[src/rtl/sil_pkg.sv]
// Shared types and constants for the sorted insert list.
`default_nettype none

package sil_pkg;

  // Defaults for the top level parameters
  localparam int CAPACITY_DEF   = 32;
  localparam int VALUE_BITS_DEF = 32;

  // Width of the action, value and status fields of a beat
  localparam int ACTION_BITS = 2;
  localparam int PORT_BITS   = 32;
  localparam int STATUS_BITS = 2;
  // Widest value the store is built for; used for sign handling
  localparam int MAX_BITS    = 64;

  typedef enum logic [ACTION_BITS-1:0] {
    ACT_APPEND = 2'd0,
    ACT_INSERT = 2'd1,
    ACT_EMIT   = 2'd2,
    ACT_NONE   = 2'd3
  } action_t;

  typedef enum logic [STATUS_BITS-1:0] {
    STAT_ELEM  = 2'd0,
    STAT_EMPTY = 2'd1,
    STAT_DROP  = 2'd2
  } status_t;

  // Command broadcast along the row of cells
  typedef struct packed {
    logic app;  // write at the tail
    logic ins;  // ordered insert, later cells move up by one
    logic pop;  // every cell takes its right neighbour's value, the last keeps its own
  } cell_ctrl_t;

endpackage

`default_nettype wire

[src/rtl/sil_cell.sv]
// One storage cell of the sorted insert list row.
`default_nettype none

module sil_cell #(
  parameter int VALUE_BITS = sil_pkg::VALUE_BITS_DEF
) (
  input  wire logic                   clk,
  input  wire sil_pkg::cell_ctrl_t    ctrl,
  input  wire logic [VALUE_BITS-1:0]  v,
  input  wire logic [VALUE_BITS-1:0]  left_val,
  input  wire logic [VALUE_BITS-1:0]  right_val,
  input  wire logic                   found_in,
  input  wire logic                   valid,
  input  wire logic                   tail,
  output logic      [VALUE_BITS-1:0]  slot,
  output logic                        found_out
);
  import sil_pkg::*;

  logic                  ge;
  logic [VALUE_BITS-1:0] slot_next;

  // Insert point: first valid cell not less than v
  always_comb begin
    ge        = valid && !($signed(slot) < $signed(v));
    found_out = found_in | ge;
  end

  // Next value of the cell
  always_comb begin
    slot_next = slot;
    priority if (ctrl.pop) begin
      slot_next = right_val;
    end else if (ctrl.ins) begin
      if (!found_in && (ge || tail)) begin
        slot_next = v;
      end else if (found_in && (valid || tail)) begin
        slot_next = left_val;
      end
    end else if (ctrl.app && tail) begin
      slot_next = v;
    end
  end

  always_ff @(posedge clk) begin
    slot <= slot_next;
  end

endmodule

`default_nettype wire

[src/rtl/sorted_insert_list.sv]
// Sorted insert list: a row of compare-and-shift cells holding an ordered store.
//
// Input channel (in_valid / in_stall, action and value): append puts the value
// at the tail, insert puts it ahead of the first stored value not less than it,
// emit streams the store out in order and clears it. Action code 3 is ignored.
// Output channel (out_valid / out_stall): value_out, status, last.
// Append and insert give no beat and run at one item per cycle while the input
// is not stalled; the cell row updates in the cycle after acceptance.
// Append or insert to a full store gives one drop beat (status 2), valid from
// the edge that accepts the item. Emit of an empty store gives one beat with
// status 1 and last set, with the same timing.
// Emit of N values gives N beats, one per cycle while out_stall is low; the
// accepting edge enters the emit state, which loads each beat into the output
// register and shifts the row down by one cell; the input is stalled meanwhile.
// Input is also stalled while a finished beat is held by out_stall.
// Reset empties the store at once; no clearing pass is needed.
`default_nettype none

module sorted_insert_list #(
  parameter int CAPACITY   = sil_pkg::CAPACITY_DEF,
  parameter int VALUE_BITS = sil_pkg::VALUE_BITS_DEF
) (
  input  wire logic                             clk,
  input  wire logic                             rst,
  input  wire logic                             in_valid,
  output logic                                  in_stall,
  input  wire logic [sil_pkg::ACTION_BITS-1:0]  action,
  input  wire logic [sil_pkg::PORT_BITS-1:0]    value,
  output logic                                  out_valid,
  input  wire logic                             out_stall,
  output logic      [sil_pkg::PORT_BITS-1:0]    value_out,
  output logic      [sil_pkg::STATUS_BITS-1:0]  status,
  output logic                                  last
);
  import sil_pkg::*;

  localparam int CW = $clog2(CAPACITY + 1);

  typedef enum logic [1:0] {
    ST_IDLE = 2'b01,
    ST_EMIT = 2'b10
  } state_t;

  state_t                state, state_next;
  logic [CW-1:0]         count, count_next;
  logic [VALUE_BITS-1:0] v_int;
  logic [MAX_BITS-1:0]   v_wide;
  logic                  in_acc, out_free, full;
  cell_ctrl_t            ctrl;

  logic                  load;
  logic [PORT_BITS-1:0]  load_value;
  status_t               load_status;
  logic                  load_last;

  logic [VALUE_BITS-1:0] slot  [CAPACITY];
  logic                  found [CAPACITY+1];

  // Bring the port value to the store width, keeping its sign
  always_comb begin
    v_wide = {{(MAX_BITS-PORT_BITS){value[PORT_BITS-1]}}, value};
    v_int  = v_wide[VALUE_BITS-1:0];
  end

  assign out_free = !out_valid || !out_stall;
  assign in_stall = !((state == ST_IDLE) && out_free);
  assign in_acc   = in_valid && !in_stall;
  assign full     = (count == CW'(CAPACITY));

  // Control: commands to the row, result loading, count and state
  always_comb begin
    state_next  = state;
    count_next  = count;
    ctrl        = '0;
    load        = 1'b0;
    load_value  = '0;
    load_status = STAT_ELEM;
    load_last   = 1'b0;
    unique case (state)
      ST_IDLE: begin
        if (in_acc) begin
          unique case (action_t'(action))
            ACT_APPEND, ACT_INSERT: begin
              if (full) begin
                load        = 1'b1;
                load_value  = PORT_BITS'({{(MAX_BITS-VALUE_BITS){1'b0}}, v_int});
                load_status = STAT_DROP;
              end else begin
                ctrl.app   = (action_t'(action) == ACT_APPEND);
                ctrl.ins   = (action_t'(action) == ACT_INSERT);
                count_next = count + CW'(1);
              end
            end
            ACT_EMIT: begin
              if (count == '0) begin
                load        = 1'b1;
                load_status = STAT_EMPTY;
                load_last   = 1'b1;
              end else begin
                state_next = ST_EMIT;
              end
            end
            default: begin
            end
          endcase
        end
      end
      ST_EMIT: begin
        if (out_free) begin
          load       = 1'b1;
          load_value = PORT_BITS'({{(MAX_BITS-VALUE_BITS){1'b0}}, slot[0]});
          load_last  = (count == CW'(1));
          ctrl.pop   = 1'b1;
          count_next = count - CW'(1);
          if (count == CW'(1)) begin
            state_next = ST_IDLE;
          end
        end
      end
      default: begin
        state_next = ST_IDLE;
      end
    endcase
  end

  always_ff @(posedge clk) begin
    if (rst) begin
      state     <= ST_IDLE;
      count     <= '0;
      out_valid <= 1'b0;
    end else begin
      state <= state_next;
      count <= count_next;
      if (load) begin
        out_valid <= 1'b1;
      end else if (!out_stall) begin
        out_valid <= 1'b0;
      end
    end
  end

  // Output beat register
  always_ff @(posedge clk) begin
    if (load) begin
      value_out <= load_value;
      status    <= load_status;
      last      <= load_last;
    end
  end

  // Row of cells; the insert point ripples from cell 0 upwards
  assign found[0] = 1'b0;

  for (genvar g = 0; g < CAPACITY; g++) begin : g_cell
    logic [VALUE_BITS-1:0] left_val, right_val;
    if (g == 0) begin : g_first
      assign left_val = v_int;
    end else begin : g_mid
      assign left_val = slot[g-1];
    end
    if (g == CAPACITY - 1) begin : g_end
      assign right_val = slot[g];
    end else begin : g_rest
      assign right_val = slot[g+1];
    end

    sil_cell #(
      .VALUE_BITS (VALUE_BITS)
    ) u_cell (
      .clk       (clk),
      .ctrl      (ctrl),
      .v         (v_int),
      .left_val  (left_val),
      .right_val (right_val),
      .found_in  (found[g]),
      .valid     (CW'(g) < count),
      .tail      (CW'(g) == count),
      .slot      (slot[g]),
      .found_out (found[g+1])
    );
  end

  // Checks
  a_count_range: assert property (@(posedge clk) disable iff (rst)
    count <= CW'(CAPACITY))
    else $error("fill count above capacity");

  a_emit_blocks_input: assert property (@(posedge clk) disable iff (rst)
    (state == ST_EMIT) |-> in_stall)
    else $error("input taken during emit");

  a_emit_start: assert property (@(posedge clk) disable iff (rst)
    (in_acc && action_t'(action) == ACT_EMIT && count != '0) |=> (state == ST_EMIT))
    else $error("emit of a filled store did not start streaming");

  a_drop_not_last: assert property (@(posedge clk) disable iff (rst)
    (out_valid && status_t'(status) == STAT_DROP) |-> !last)
    else $error("drop beat marked last");

  a_emit_empties: assert property (@(posedge clk) disable iff (rst)
    (load && load_last && state == ST_EMIT) |=> (count == '0))
    else $error("store not empty after last emitted beat");

endmodule

`default_nettype wire

[config.mk]
export PLATFORM = sky130hd
export DESIGN_NAME = sorted_insert_list
export DESIGN_NICKNAME = d
export VERILOG_FILES = /design/src/rtl/sil_pkg.sv /design/src/rtl/sil_cell.sv /design/src/rtl/sorted_insert_list.sv
export SDC_FILE = /design/constraint.sdc
export NUM_CORES = 2
export LEC_CHECK = 0
export BUFFER_PORTS_ARGS = -buffer_cell sky130_fd_sc_hd__buf_2
export CAP_MARGIN = 10
export CORE_MARGIN = 2
export CORE_UTILIZATION = 50
export DETAILED_ROUTE_END_ITERATION = 12
export PLACE_DENSITY_LB_ADDON = 0.15
export SLEW_MARGIN = 20
export SYNTH_ARGS = -nofsm -noshare
export SYNTH_HDL_FRONTEND = slang
export SYNTH_HIERARCHICAL = 1
export SYNTH_SLANG_ARGS = --single-unit
[constraint.sdc]
create_clock -name clk -period 23.8 [get_ports clk]
set_input_delay 0 -clock clk [delete_from_list [all_inputs] [get_ports clk]]
set_output_delay 0 -clock clk [all_outputs]
set_load 0.1 [all_outputs]
==> metrics <==
net switching fraction of the power=29.2%; total routed wirelength=363000 um; Yosys Warn Count=6; share of total power in combinational logic=15.9%; Wirelength per Cell=28.3 um; Setup Crit Path Kind=flop to flop; worst slew pin tran=1220 ps; result of the run=completed; Num CTS Buffers=140; Design Power=5.02 mW; fraction of layout cells with a size suffix above 1=20.9%; Mapped Area=105000 sq um; clock transition at the registers of the reported paths=60 ps; maximum root-to-sink buffer count=3; final worst-path cycle share=49.5%; first-pass detailed-route iteration total=6; Power per Cell Area=45.0 nW/um^2; met2 usage=51.6%; area of the die=213000 sq um; Clock Skew=45.9 ps; antenna-violating nets left=0; synthesized area per cell=10.2 sq um; end of the worst register-to-register path=g_cell[31].u_cell/slot[11]$_DFFE_PP_; terminating pin of the worst hold path=count[0]$_SDFFE_PP0P_; post-CTS setup buffers=0; crit path max-delay cell type=sky130_fd_sc_hd__o211ai_1; Int Pwr=3.56 mW; Seq pwr share=42.1%; # H-tree levels=4; startpoint of the most critical register-to-register path=g_cell[0].u_cell/slot[31]$_DFFE_PP_; layout net count=10970; number of DRC violations after detailed routing=0; DR iter-0 viols=9639; critical path arrival=12450 ps; area delta synth->final=6.38%; instance count of the mapped netlist=10277; reported net switching power=1.46 mW; VDD IR-drop max=0.0813 mV; count of final setup violators=0; reg-to-reg setup timing slack=12030 ps; vertical extent of the die=462 um; buffers and inverters on the worst path=31; count of cells resized by post-cts repair=0; highest attainable clock frequency=0.0850 GHz; headroom to the max-slew limit=18.8%; Largest stage delay, worst path=900 ps; cts hold-fix bufs=40; number of cells traversed by the worst hold path=3; RSZ-0062 raised after global routing=no; die boundary width=462 um; kind of launch point of the worst setup path=flop; Most Used Layer, Global Route=met2; number of global-route vias before repair=87150; Overall Global Routing Usage=33.0%; final estimated routing congestion in global placement=0.951; number of antenna violations at the first check in global routing=9; class of the tightest hold or removal check=input port to flop; first-pass GRT wire length=548000 um; number of clock sinks=1068; clock share of power=42.0%; Placement Rows=168; max-capacitance violation count=0; Leakage=38.9 nW; post-route minimum period=11770 ps; via count=88122; count of buffers from port buffering=74; max-slew violation count=0; met1 global-route usage=43.9%; total I/O pin count=75; final HPWL from detailed placement=257000 um; clock latency on the worst-skew pair=840 ps; Floorplan Core Area=209000 sq um; Worst Reg-to-Reg Cells=71; crit path capture type=flop; GRT met3 Usage=6.14%; total negative slack for setup checks=0 ps; final hold violation count=0; effective utilization at floorplan=50.2%; Hold Crit Start=rst; Worst Path Required=24480 ps; via density per instance=6.86; maximum number of pins on one net before global-route repair=204; global route total overflow=0; Top Family by Delay on Critical Path=buffers and inverters; clock tree from TritonCTS=built; library cell used as clock root buffer=sky130_fd_sc_hd__clkbuf_16; largest fanout on the critical path=32
## state kept, by name, indices dropped and copies added (netlist names)
name / flops
value_out: 32
status: 2
last: 1
g_cell.u_cell/slot: 1024
out_valid: 1
count: 6
state: 2
## metal layers
| metal | wire length [um] | share of wire, % |
|---|---|---|
| met1 | 151000 | 42 |
| met2 | 164000 | 45 |
| met3 | 30200 | 8.3 |
| met4 | 18100 | 5.0 |
| met5 | 27 | 0.0074 |
## power by group through the flow
stage / sequential [mW] / clock [mW] / combinational, mW
3_3_place_gp: 2.15 / 0 / 0.737
5_1_grt: 2.11 / 2.19 / 0.865
4_1_cts: 2.11 / 2.13 / 0.778
2_1_floorplan: 2.17 / 0 / 0.499
6_report: 2.11 / 2.11 / 0.798
3_5_place_dp: 2.15 / 0 / 0.768
## through the flow
stage / util [%] / hold slack [ps] / setup slack [ps] / instance area, sq um / cells
floorplan: - / 212 / 15070 / 105000 / 10278
global placement: 50.9 / 380 / 12620 / 106000 / 12542
detailed placement: 51.0 / 387 / 12320 / 107000 / 12552
CTS: 53.3 / 64.5 / 12390 / 111000 / 12843
global route: 53.4 / 129 / 10970 / 111000 / 12852
finish: 53.4 / 113 / 12030 / 111000 / 12854
## worst max path at each step
stage | from | to | slack (ps) | depth (start not counted)
5_1_grt | g_cell[0].u_cell/slot[31]$_DFFE_PP_ | g_cell[31].u_cell/slot[16]$_DFFE_PP_ | 10970 | 73
4_1_cts | g_cell[0].u_cell/slot[31]$_DFFE_PP_ | g_cell[31].u_cell/slot[30]$_DFFE_PP_ | 12390 | 73
6_report | g_cell[0].u_cell/slot[31]$_DFFE_PP_ | g_cell[31].u_cell/slot[11]$_DFFE_PP_ | 12030 | 71
3_3_place_gp | value[31] | g_cell[30].u_cell/slot[28]$_DFFE_PP_ | 12620 | 73
3_5_place_dp | value[31] | g_cell[31].u_cell/slot[5]$_DFFE_PP_ | 12320 | 75
2_1_floorplan | g_cell[0].u_cell/slot[31]$_DFFE_PP_ | g_cell[31].u_cell/slot[0]$_DFFE_PP_ | 15070 | 70
## cells in the final DEF (no fill, tap or decap), types with 33 or more instances in the layout
master	count
sky130_fd_sc_hd__a21oi_1	1135
sky130_fd_sc_hd__clkbuf_16	143
sky130_fd_sc_hd__o21ai_1	33
sky130_fd_sc_hd__o31ai_1	1024
sky130_fd_sc_hd__a21oi_2	321
sky130_fd_sc_hd__o21a_1	64
sky130_fd_sc_hd__buf_4	265
sky130_fd_sc_hd__buf_2	42
sky130_fd_sc_hd__and3_1	45
sky130_fd_sc_hd__edfxtp_1	1059
sky130_fd_sc_hd__a41oi_1	64
sky130_fd_sc_hd__dlygate4sd3_1	40
sky130_fd_sc_hd__o2bb2ai_4	64
sky130_fd_sc_hd__nand3_1	36
sky130_fd_sc_hd__nand2b_1	34
sky130_fd_sc_hd__nor2b_1	1029
sky130_fd_sc_hd__nand4_1	129
sky130_fd_sc_hd__nor2_4	34
sky130_fd_sc_hd__nand3b_1	65
sky130_fd_sc_hd__nor2_1	136
sky130_fd_sc_hd__nand2_1	311
sky130_fd_sc_hd__a22oi_2	61
sky130_fd_sc_hd__clkbuf_1	33
sky130_fd_sc_hd__and4_1	64
sky130_fd_sc_hd__inv_1	1088
sky130_fd_sc_hd__a41oi_2	960
sky130_fd_sc_hd__ha_1	997
sky130_fd_sc_hd__a2bb2oi_1	33
sky130_fd_sc_hd__o21ai_0	168
sky130_fd_sc_hd__a22oi_1	36
sky130_fd_sc_hd__nor3_1	73
## worst min-delay path: cells and delay by family
kind | cells | cell delay [ps]
AOI/OAI and AO/OA | 1 | 70
buffers and inverters | 2 | 810
## layout make-up
| type | count | area (sq um) |
|---|---|---|
| Antenna cell | 6 | 15.0 |
| Sequential cell | 1068 | 32000 |
| Tap cell | 2805 | 3510 |
| Multi-Input combinational cell | 7253 | 64400 |
| Fill cell | 18389 | 97500 |
| Timing Repair Buffer | 368 | 3050 |
| Clock buffer | 176 | 3700 |
| Inverter | 1103 | 4150 |
| Clock inverter | 75 | 652 |
Power figures use the tool's default switching activity.
